`src/hw/rtl/slpm_pkg.sv`:
```
// Shared types, constants and codes of the slotted page record manager.
package slpm_pkg;

   localparam int PAGE_BYTES   = 4096;
   localparam int HEADER_BYTES = 16;
   localparam int SLOT_BYTES   = 4;
   localparam int MAX_SLOTS    = 1024;

   localparam int ACT_W  = 3;
   localparam int IDX_W  = 10;
   localparam int CNT_W  = 11;
   localparam int OFF_W  = 13;
   localparam int PAGE_W = 32;
   localparam int STAT_W = 2;

   localparam int QUEUE_DEPTH = 2;
   localparam int QPTR_W      = $clog2(QUEUE_DEPTH);
   localparam int QCNT_W      = $clog2(QUEUE_DEPTH + 1);

   // action codes
   localparam logic [ACT_W-1:0] ACT_INSERT = 3'd0;
   localparam logic [ACT_W-1:0] ACT_DELETE = 3'd1;
   localparam logic [ACT_W-1:0] ACT_UPDATE = 3'd2;
   localparam logic [ACT_W-1:0] ACT_GET    = 3'd3;
   localparam logic [ACT_W-1:0] ACT_CLEAR  = 3'd4;

   // status codes
   localparam logic [STAT_W-1:0] ST_OK      = 2'd0;
   localparam logic [STAT_W-1:0] ST_NOSPACE = 2'd1;
   localparam logic [STAT_W-1:0] ST_RANGE   = 2'd2;
   localparam logic [STAT_W-1:0] ST_DELETED = 2'd3;

   typedef enum logic [2:0] {
      KIND_INSERT = 3'd0,
      KIND_DELETE = 3'd1,
      KIND_UPDATE = 3'd2,
      KIND_GET    = 3'd3,
      KIND_CLEAR  = 3'd4,
      KIND_NOP    = 3'd5
   } kind_type;

   typedef struct packed {
      logic [ACT_W-1:0] action;
      logic [IDX_W-1:0] slot_index;
      logic [OFF_W-1:0] record_size;
   } req_type;

   typedef struct packed {
      logic [STAT_W-1:0] status;
      logic [PAGE_W-1:0] result_page;
      logic [IDX_W-1:0]  result_slot;
      logic [OFF_W-1:0]  record_offset;
      logic [OFF_W-1:0]  record_length;
      logic [IDX_W-1:0]  records_used;
      logic [OFF_W-1:0]  free_bytes;
   } rsp_type;

   // classified work item carried from front to back
   typedef struct packed {
      kind_type         kind;
      logic [IDX_W-1:0] slot_index;
      logic [OFF_W-1:0] record_size;
   } item_type;

   typedef struct packed {
      logic full;
      logic empty;
   } q_status_type;

   typedef struct packed {
      logic [OFF_W-1:0] offset;
      logic [OFF_W-1:0] size;
   } entry_type;

endpackage

```
`src/hw/rtl/slpm_front.sv`:
```
// Front section: takes transactions, decodes the action, feeds the queue.
module slpm_front
   import slpm_pkg::*;
(
   input  logic         clock,
   input  logic         reset,
   input  logic         start,
   output logic         busy,
   input  req_type      req_payload,
   input  q_status_type q_status,
   output logic         push,
   output item_type     push_item
);

   logic     stage_valid_ff, stage_valid_in;
   item_type stage_item_ff;
   item_type decoded;
   logic     accept;

   always_comb begin
      decoded.slot_index  = req_payload.slot_index;
      decoded.record_size = req_payload.record_size;
      unique case (req_payload.action)
         ACT_INSERT: decoded.kind = KIND_INSERT;
         ACT_DELETE: decoded.kind = KIND_DELETE;
         ACT_UPDATE: decoded.kind = KIND_UPDATE;
         ACT_GET:    decoded.kind = KIND_GET;
         ACT_CLEAR:  decoded.kind = KIND_CLEAR;
         default:    decoded.kind = KIND_NOP;
      endcase
   end

   assign push           = stage_valid_ff && !q_status.full;
   assign busy           = stage_valid_ff && q_status.full;
   assign accept         = start && !busy;
   assign stage_valid_in = accept || (stage_valid_ff && !push);
   assign push_item      = stage_item_ff;

   always_ff @(posedge clock) begin
      if (reset) begin
         stage_valid_ff <= 1'b0;
      end else begin
         stage_valid_ff <= stage_valid_in;
      end
   end

   always_ff @(posedge clock) begin
      if (accept) begin
         stage_item_ff <= decoded;
      end
   end

   a_hold_when_stalled: assert property (@(posedge clock) disable iff (reset)
      busy |=> stage_valid_ff && $stable(stage_item_ff))
      else $error("front stage lost a held transaction");
   a_accept_fills: assert property (@(posedge clock) disable iff (reset)
      accept |=> stage_valid_ff)
      else $error("accepted transaction not staged");
   a_busy_full: assert property (@(posedge clock) disable iff (reset)
      busy |-> q_status.full)
      else $error("busy without a full queue");

endmodule

```
`config.mk`:
```
export PLATFORM = sky130hd
export DESIGN_NAME = slpm_front
export DESIGN_NICKNAME = d
export VERILOG_FILES = /design/src/hw/rtl/slpm_pkg.sv /design/src/hw/rtl/slpm_front.sv
export SDC_FILE = /design/constraint.sdc
export NUM_CORES = 1
export LEC_CHECK = 0
export BUFFER_PORTS_ARGS = -buffer_cell sky130_fd_sc_hd__buf_2
export CORE_UTILIZATION = 30
export DETAILED_ROUTE_END_ITERATION = 7
export GPL_TIMING_DRIVEN = 0
export PLACE_DENSITY = 0.72
export SETUP_SLACK_MARGIN = 0.3
export SYNTH_ARGS = -nofsm -noshare
export SYNTH_HDL_FRONTEND = slang
export SYNTH_SLANG_ARGS = --single-unit
```
`constraint.sdc`:
```
create_clock -name clock -period 1.9 [get_ports clock]
set_clock_uncertainty 0.2 [all_clocks]
set_input_delay 0.285 -clock clock [delete_from_list [all_inputs] [get_ports clock]]
set_output_delay 0.285 -clock clock [all_outputs]
set_load 0.05 [all_outputs]
```
==> flow_summary.toml <==
[global_routing]
grt_pass1_wl_um = 2880
grt_antenna_before_repair = 0
track_usage = 0.124
grt_max_degree = 16
gr-total-overflow = 0
grt_pass1_vias = 641

[synth]
synth_fp_nets = 66
yosysMostFrequentCell = "edfxtp_1"
ys_ff_latch = 27
syn_inst = 35
yosys.area.top_type = "edfxtp_1"
syn_avg_cell_area_um2 = 24.4
ys_warn_count = 0
ys_types = 10
synthTopCellsByArea = "edfxtp_1, dfxtp_1, and2_4, and2b_2, nor2b_2"
synthArstFlopShare = 0
seq_area_frac_synth = 0.938
ys.flop_type = "edfxtp_1"
synth.top_cell.area_share = 0.915
syn_area_um2 = 853
synth_edf_count = 26

[layout]
nets = 155
drive_above_1_share = 0.528
stdcell_count = 153
diodes = 0
n_fill_cell = 216
multi_input_area_um2 = 62.6
syn_to_final_growth_pct = 73.8
register_area_um2 = 801

[setup_path]
endpoint_kind = "output pin"
reg2reg_slack_ns = 0.35
crit_arrival_ns = 1.07
cp-start-kind = "flip-flop"
crit_fanout = 3
rr_startpoint = "stage_valid_ff$_SDFF_PP0_"
critPathRequiredTime_ns = 1.41
reg2reg_to = "push_item[14]$_DFFE_PP_"
critPathKind = "reg2out"
crit_start = "stage_valid_ff$_SDFF_PP0_"
r2r_cells = 2

[flow_run]
cap_violations = 0

[power_and_ir_drop]
switching_share = 0.279
p_int_uw = 858
power_switching_uw = 332
power.density_nw_per_um2 = 803
pwr-share-seq = 0.589
clkPwrFrac = 0.200
p_leak_nw = 0.648
peakVddDrop_mv = 0.590
combPwrFrac = 0.211

[drt]
routedWlPerCell_um = 11.6
via_count = 628
drc = 0
vias_per_cell = 4.10
firstDrtPassIters = 3
wl_um = 1780
antenna_left = 0
drtIter0Drc = 2

[clock_network]
clk-insertion-delay-late_ns = 0.32
clk_pin_slew_ns = 0.14
clockRootBuffer = "clkbuf_4"
numCtsBuffers = 3
clock_path_buffers = 2
cts_sinks = 27
h-tree-depth = 1
cts_tree = "done"

[sta]
relSlewSlack = 0.586
tns_ns = 0
rsz0062_at_grt = "true"
hold_viol = 0
fmax_mhz = 643
min_period_ns = 1.56
post-route-period-util = 0.819
drv_slew = 0
setup_viol = 0
worst_pin_slew_ns = 0.619

[die]
start_util = 0.329
die_x_um = 55.3
core_area_um2 = 2590
fp-row-count = 18
die_area_um2 = 3060
io_pins = 59
die_h_um = 55.3

[placed_design]
portBuffers = 57
placed_cells = 122
gp_congestion = 0.634

[hold_path]
holdPathStages = 2
holdPathEnd = "push_item[23]$_DFFE_PP_"
hold_path_class = "in2reg"
hold_start = "req_payload[24]"

[outcome]
status = "completed"
## power by group through the flow
stage / clock network, mW / registers [mW] / logic, mW
floorplan: 0 / 0.832 / 0.0260
global placement: 0 / 0.714 / 0.204
detailed placement: 0 / 0.715 / 0.208
CTS: 0.250 / 0.702 / 0.252
global route: 0.275 / 0.705 / 0.263
finish: 0.238 / 0.701 / 0.251
## stage by stage
step / area [um^2] / power [mW] / util / hold WS, ns / setup slack [ns]
CTS: 1480 / 1.20 / 0.571 / 0.0217 / 0.314
floorplan: 858 / 0.858 / - / 0.157 / 0.372
global placement: 1180 / 0.918 / 0.456 / 0.241 / 0.197
finish: 1480 / 1.19 / 0.572 / 0.0363 / 0.345
detailed placement: 1180 / 0.923 / 0.456 / 0.253 / 0.166
global route: 1480 / 1.24 / 0.572 / 0.00777 / 0.264
## flip-flops by register name, summed over array words and instances (netlist names)
name,cells
push_item,26
stage_valid_ff,1
## critical path, stage by stage (launching register included)
cell	delay, ns
dfxtp_1	0.37
and2_4	0.18
buf_4	0.20
## how the worst max path moves through the flow
stage                              end  slack (ns)  cells after the start
2_1_floorplan   push_item[0]$_DFFE_PP_        0.37                      2
3_3_place_gp   push_item[10]$_DFFE_PP_        0.20                      3
3_5_place_dp   push_item[11]$_DFFE_PP_        0.17                      3
4_1_cts                           push        0.31                      2
5_1_grt        push_item[14]$_DFFE_PP_        0.26                      2
6_report                          busy        0.34                      2
## layer usage
metal  routed length, um  track usage
met1                 631        0.120
met3                 174       0.0609
met2                 976        0.238
met5                   0            0
met4                   0       0.0214
## kinds of logic after synthesis
family	after synthesis	synth area share
compound gates	2	0.0147
buf+inv	1	0.00439
simple gates	5	0.0425
flops	27	0.938
## final cells by class
class | instances | share of cell area
tap | 30 | 0.0253
clock buffer | 3 | 0.0152
sequential | 27 | 0.540
multi-input combinational | 8 | 0.0422
clock inverter | 1 | 0.00338
timing repair buffer | 83 | 0.371
buffer | 1 | 0.00253
## cell usage in the layout, fill, tap and decap left out, types with 4 or more instances in the layout
| master | Yosys | layout |
|---|---|---|
| dlygate4sd3_1 | 0 | 26 |
| clkbuf_4 | 0 | 4 |
| edfxtp_1 | 26 | 26 |
| buf_2 | 0 | 55 |
## timing repair
action,in CTS,in global routing
resized for setup,1,1
endpoints found under the setup margin,27,15
hold endpoints to repair,25,0
hold buffers,26,0
cloned,1,0
setup buffers,0,0
(Power assumes the default switching activity.)
