**config.mk**
```make
export PLATFORM = sky130hd
export DESIGN_NAME = slpm_queue
export DESIGN_NICKNAME = d
export VERILOG_FILES = /design/src/hw/rtl/slpm_pkg.sv /design/src/hw/rtl/slpm_queue.sv
export SDC_FILE = /design/constraint.sdc
export NUM_CORES = 1
export LEC_CHECK = 0
export BUFFER_PORTS_ARGS = -buffer_cell sky130_fd_sc_hd__buf_2
export CAP_MARGIN = 15
export CORE_ASPECT_RATIO = 0.5
export CORE_MARGIN = 5
export CORE_UTILIZATION = 40
export CTS_CLUSTER_SIZE = 30
export DETAILED_ROUTE_END_ITERATION = 6
export PLACE_DENSITY_LB_ADDON = 0.25
export SETUP_SLACK_MARGIN = 0.2
export SYNTH_ARGS = -nofsm -noshare
export SYNTH_HDL_FRONTEND = slang
export SYNTH_SLANG_ARGS = --single-unit
```
**constraint.sdc**
```tcl
create_clock -name clock -period 4.1 [get_ports clock]
set_input_delay 0.205 -clock clock [delete_from_list [all_inputs] [get_ports clock]]
set_output_delay 0.205 -clock clock [all_outputs]
set_load 0.02 [all_outputs]
```
**src/hw/rtl/slpm_pkg.sv**
```systemverilog
// Shared types, constants and codes of the slotted page record manager.
package slpm_pkg;

   localparam int PAGE_BYTES   = 4096;
   localparam int HEADER_BYTES = 16;
   localparam int SLOT_BYTES   = 4;
   localparam int MAX_SLOTS    = 1024;

   localparam int ACT_W  = 3;
   localparam int IDX_W  = 10;
   localparam int CNT_W  = 11;
   localparam int OFF_W  = 13;
   localparam int PAGE_W = 32;
   localparam int STAT_W = 2;

   localparam int QUEUE_DEPTH = 2;
   localparam int QPTR_W      = $clog2(QUEUE_DEPTH);
   localparam int QCNT_W      = $clog2(QUEUE_DEPTH + 1);

   // action codes
   localparam logic [ACT_W-1:0] ACT_INSERT = 3'd0;
   localparam logic [ACT_W-1:0] ACT_DELETE = 3'd1;
   localparam logic [ACT_W-1:0] ACT_UPDATE = 3'd2;
   localparam logic [ACT_W-1:0] ACT_GET    = 3'd3;
   localparam logic [ACT_W-1:0] ACT_CLEAR  = 3'd4;

   // status codes
   localparam logic [STAT_W-1:0] ST_OK      = 2'd0;
   localparam logic [STAT_W-1:0] ST_NOSPACE = 2'd1;
   localparam logic [STAT_W-1:0] ST_RANGE   = 2'd2;
   localparam logic [STAT_W-1:0] ST_DELETED = 2'd3;

   typedef enum logic [2:0] {
      KIND_INSERT = 3'd0,
      KIND_DELETE = 3'd1,
      KIND_UPDATE = 3'd2,
      KIND_GET    = 3'd3,
      KIND_CLEAR  = 3'd4,
      KIND_NOP    = 3'd5
   } kind_type;

   typedef struct packed {
      logic [ACT_W-1:0] action;
      logic [IDX_W-1:0] slot_index;
      logic [OFF_W-1:0] record_size;
   } req_type;

   typedef struct packed {
      logic [STAT_W-1:0] status;
      logic [PAGE_W-1:0] result_page;
      logic [IDX_W-1:0]  result_slot;
      logic [OFF_W-1:0]  record_offset;
      logic [OFF_W-1:0]  record_length;
      logic [IDX_W-1:0]  records_used;
      logic [OFF_W-1:0]  free_bytes;
   } rsp_type;

   // classified work item carried from front to back
   typedef struct packed {
      kind_type         kind;
      logic [IDX_W-1:0] slot_index;
      logic [OFF_W-1:0] record_size;
   } item_type;

   typedef struct packed {
      logic full;
      logic empty;
   } q_status_type;

   typedef struct packed {
      logic [OFF_W-1:0] offset;
      logic [OFF_W-1:0] size;
   } entry_type;

endpackage

```
**src/hw/rtl/slpm_queue.sv**
```systemverilog
// Two-entry work queue between the front and back sections.
module slpm_queue
   import slpm_pkg::*;
(
   input  logic         clock,
   input  logic         reset,
   input  logic         push,
   input  item_type     push_item,
   input  logic         pop,
   output item_type     head_item,
   output q_status_type q_status
);

   item_type              entries_ff [QUEUE_DEPTH];
   logic [QPTR_W-1:0]     wr_ptr_ff, wr_ptr_in;
   logic [QPTR_W-1:0]     rd_ptr_ff, rd_ptr_in;
   logic [QCNT_W-1:0]     count_ff, count_in;

   always_comb begin
      wr_ptr_in = push ? wr_ptr_ff + QPTR_W'(1) : wr_ptr_ff;
      rd_ptr_in = pop ? rd_ptr_ff + QPTR_W'(1) : rd_ptr_ff;
      count_in  = count_ff;
      if (push && !pop) begin
         count_in = count_ff + QCNT_W'(1);
      end else if (pop && !push) begin
         count_in = count_ff - QCNT_W'(1);
      end
   end

   always_ff @(posedge clock) begin
      if (reset) begin
         wr_ptr_ff <= '0;
         rd_ptr_ff <= '0;
         count_ff  <= '0;
      end else begin
         wr_ptr_ff <= wr_ptr_in;
         rd_ptr_ff <= rd_ptr_in;
         count_ff  <= count_in;
      end
   end

   always_ff @(posedge clock) begin
      if (push) begin
         entries_ff[wr_ptr_ff] <= push_item;
      end
   end

   assign head_item      = entries_ff[rd_ptr_ff];
   assign q_status.full  = (count_ff == QCNT_W'(QUEUE_DEPTH));
   assign q_status.empty = (count_ff == '0);

   a_no_overflow: assert property (@(posedge clock) disable iff (reset)
      q_status.full |-> !push)
      else $error("queue overflow");
   a_no_underflow: assert property (@(posedge clock) disable iff (reset)
      q_status.empty |-> !pop)
      else $error("queue underflow");
   a_count_track: assert property (@(posedge clock) disable iff (reset)
      (push && !pop) |=> (count_ff == $past(count_ff) + QCNT_W'(1)))
      else $error("queue count lost a push");

endmodule

```
==> results summary <==
The run finished with clean final reports. For the pin with the worst max-slew slack, the measured transition is 0.578 ns. The clock period minus final worst setup slack came out at 1.96 ns. After layout, the worst setup slack is 2.14 ns. The maximum number of buffers from clock root to sink is 2. The maximum VDD drop came out at 0.000227 V. The I/O pin count came out at 58. The synthesized-area fraction occupied by ao, oa, aoi and oai cells is 0.481%.

The logic depth of the worst register-to-register path is 2. The setup fix buffers added after clock tree synthesis came out at 0. Wires add up to 3.49 mm. The proportion of synthesized chip area in sequential cells came out at 79.8%. By area, the combinational part of the netlist is dominated by multiplexers. TritonCTS built the clock tree.

Traced cell by cell, the critical path runs through buf_16 > mux2_2 > buf_2. The worst hold path begins at push_item[16]. STA classifies the critical path endpoint as an output pin. The area of the mapped netlist came out at 0.00208 sq mm. In this run the critical register-to-register path is launched from wr_ptr_ff. Final hold analysis gives a worst-case slack of 0.0701 ns. Once placement completed, the tool counted placed cells totaling 229. The longest individual stage delay on the worst path came out at 0.68 ns.

The final cycle utilization of the critical path came out at 47.9%. The initial antenna violation count came to 0. The flop-to-flop setup slack is 2.93 ns. The simple logic cell fraction of the synthesized area came out at 2.22%. The number of resized instances in the post-cts repair step came out at 0. The width of the chip is 112 um. The vertical extent of the die came out at 61.0 um. The die covers 0.00684 sq mm. Dividing the synthesized area by the synthesized cell count gives 20.2 sq um.

After routing the design area is 0.00265 sq mm. After detailed routing, the average wire length per cell comes to 14.2 um. The detailed-route via count is 1,121. The kind of cell adding the most delay to the critical path is flip-flops. The initial core utilization came out at 41.8%. The quantity of hold-fixing buffers added after cts came out at 0. The number of antenna repair diodes is 0. The worst setup path is launched from a flop.

Setup repair after global routing left no endpoint under its margin. The ratio of total power to cell area came out at 492 mW/mm^2. The first routing iteration left 58 violations. The share of synthesized cell area in full adder, half adder and majority cells is 0.601%.

Of all nets on the critical path, the largest fanout is 17. The pin count of the biggest net entering global routing came out at 27. The via density per instance is 4.56. The fraction of layout cells with a size suffix above 1 came out at 58.0%.

The tightest min-delay check is of the in2reg type. The timing-limited maximum frequency came out at 509 MHz. At the worst endpoint, the required time is 3.89 ns.

The net count after synthesis is 134. The post-DP HPWL came out at 2.24 mm. The total of buffers placed on input and output ports is 57. Clock tree synthesis selected as its root buffer the cell sky130_fd_sc_hd__clkbuf_8.

After the last flow step, the layout net total stands at 202. The number of clock sinks seen by CTS is 57. The number of global-route vias before repair came out at 1,219. For this design, the slowest cell found on the critical path is sky130_fd_sc_hd__dfxtp_1. In this run the static leakage power is 1.02 nW.

The clock-pin transition on the worst setup and hold timing paths is 0.06 ns. The critical path is of the reg2out type. Synthesis inferred 57 register bits.

Summing all placed instances gives a cell area of 0.00245 sq mm. The H-tree was split into 3 levels. The filler cell count is 448. The area occupied by multi-input gates came out at 399 sq um.

The total global-route track usage came out at 11.5%. The remaining number of nets flagged by the antenna check after routing came out at 0. The hold violation count in the final report came to 0.

In this run, CTS created clock tree buffers numbering 9. At the placement stage, the worst setup path has a slack of 2.14 ns. The combined buffer and inverter count along the critical path is 2. During synthesis, Yosys emitted a total of 0 warnings. The arrival time of data at the critical path endpoint came out at 1.76 ns. The cell count after synthesis is 103. The first global-routing pass estimated 5.64 mm of wire. The insertion delay of the later-clocked pin in the worst-skew pair came out at 0.32 ns. The area of the core is 0.00498 sq mm. The largest clock skew in the final design is 0.00238 ns.

The sequential cell area is 0.00166 sq mm. The number of iterations in the first detailed-routing pass is 4. The final count of pins violating max slew came to 0. The worst register-to-register path ends at entries_ff[1][24]. The remaining routing DRC violations is 0. At the end of routability-driven placement, the weighted congestion stood at 0.653.

In this run the tightest slew margin relative to its limit is 61.4%. The total stage count of the critical path came out at 3. The floorplan has 18 rows.

For hold timing, the worst endpoint is entries_ff[0][16]. The number of setup violations in the final report is 0. The number of maximum-capacitance constraint violations came out at 0.

Summed over all failing endpoints, the final setup total negative slack is 0 ns. Compared with the post-synthesis result, the final layout area differs by 27.5%. The final non-filler cell total is 246. After synthesis, the netlist uses 16 different library cells. The proportion of synthesized area in mux cells is 14.1%. The hold-critical path depth is 1. The aggregate global routing overflow came out at 0. The area share of xor/xnor cells in the synthesized design came out at 1.68%.
-- metal layers --
layer	wire [um]	GRT usage [%]	vias up	part of all wire [%]
met1	1400	11.5	549	40
li1	-	-	530	-
met4	87	7.71	0	2.5
met5	0	0	-	0
met3	246	5.59	9	7.0
met2	1760	19.9	33	50
-- how the worst max path moves through the flow --
stage	startpoint	end
after global placement	flop	head_item[6]
after floorplan	wr_ptr_ff	entries_ff[0][0]
after detailed placement	flop	head_item[6]
final	flop	head_item[6]
after global routing	flop	head_item[6]
after CTS	flop	head_item[6]
-- registers in the layout, indices dropped and copies added (netlist names), named ones only --
name	count
entries_ff	52
wr_ptr_ff	1
rd_ptr_ff	1
count_ff	2
-- cell usage after synthesis, drive strengths merged --
| library cell | number | area share, % |
|---|---|---|
| edfxtp | 52 | 75 |
| mux2 | 26 | 14 |
| dfxtp | 5 | 4.8 |
| nor2 | 5 | 0.90 |
| buf | 3 | 0.96 |
| xnor2 | 2 | 0.84 |
| xor2 | 2 | 0.84 |
| a21oi | 1 | 0.24 |
| and2 | 1 | 0.30 |
| and2b | 1 | 0.42 |
| ha | 1 | 0.60 |
| inv | 1 | 0.18 |
| nor2b | 1 | 0.30 |
| o21ai | 1 | 0.24 |
| or3 | 1 | 0.30 |
-- metrics by stage --
stage                     power [W]  util (%)
after floorplan            0.000809         -
after global placement     0.000867      49.3
after detailed placement   0.000870      49.3
after CTS                   0.00132      52.8
after global routing        0.00137      53.3
final                       0.00131      53.3
-- layout by cell type, fill, tap and decap left out, drive strengths merged --
cell type and instances:
mux2 26, clkinv 3, dfxtp 5, edfxtp 52
ha 1, and2 1, buf 60, xnor2 2
clkbuf 13, or3 1, and2b 1, a21oi 1
nor2 5, nor2b 1, inv 1, xor2 2
o21ai 1
-- power breakdown --
part | internal (W) | switching, W
clock network | 0.000249 | 0.000197
registers | 0.000676 | 0.0000149
logic | 0.0000744 | 0.0000947
-- logic make-up after synthesis --
family,Yosys count
compound gates,2
xor+xnor,4
fa+ha+maj,1
buf+inv,4
flops,57
mux,26
simple gates,9
-- final cells by class --
type | count | area share, %
flip-flops and latches | 57 | 62.6
multi-input cells | 42 | 15.0
repair buffers | 60 | 12.4
clock buffers | 13 | 5.99
well taps | 70 | 3.30
clock inverters | 3 | 0.566
inverters | 1 | 0.141
Note: power is estimated with default switching activity, not from simulation.
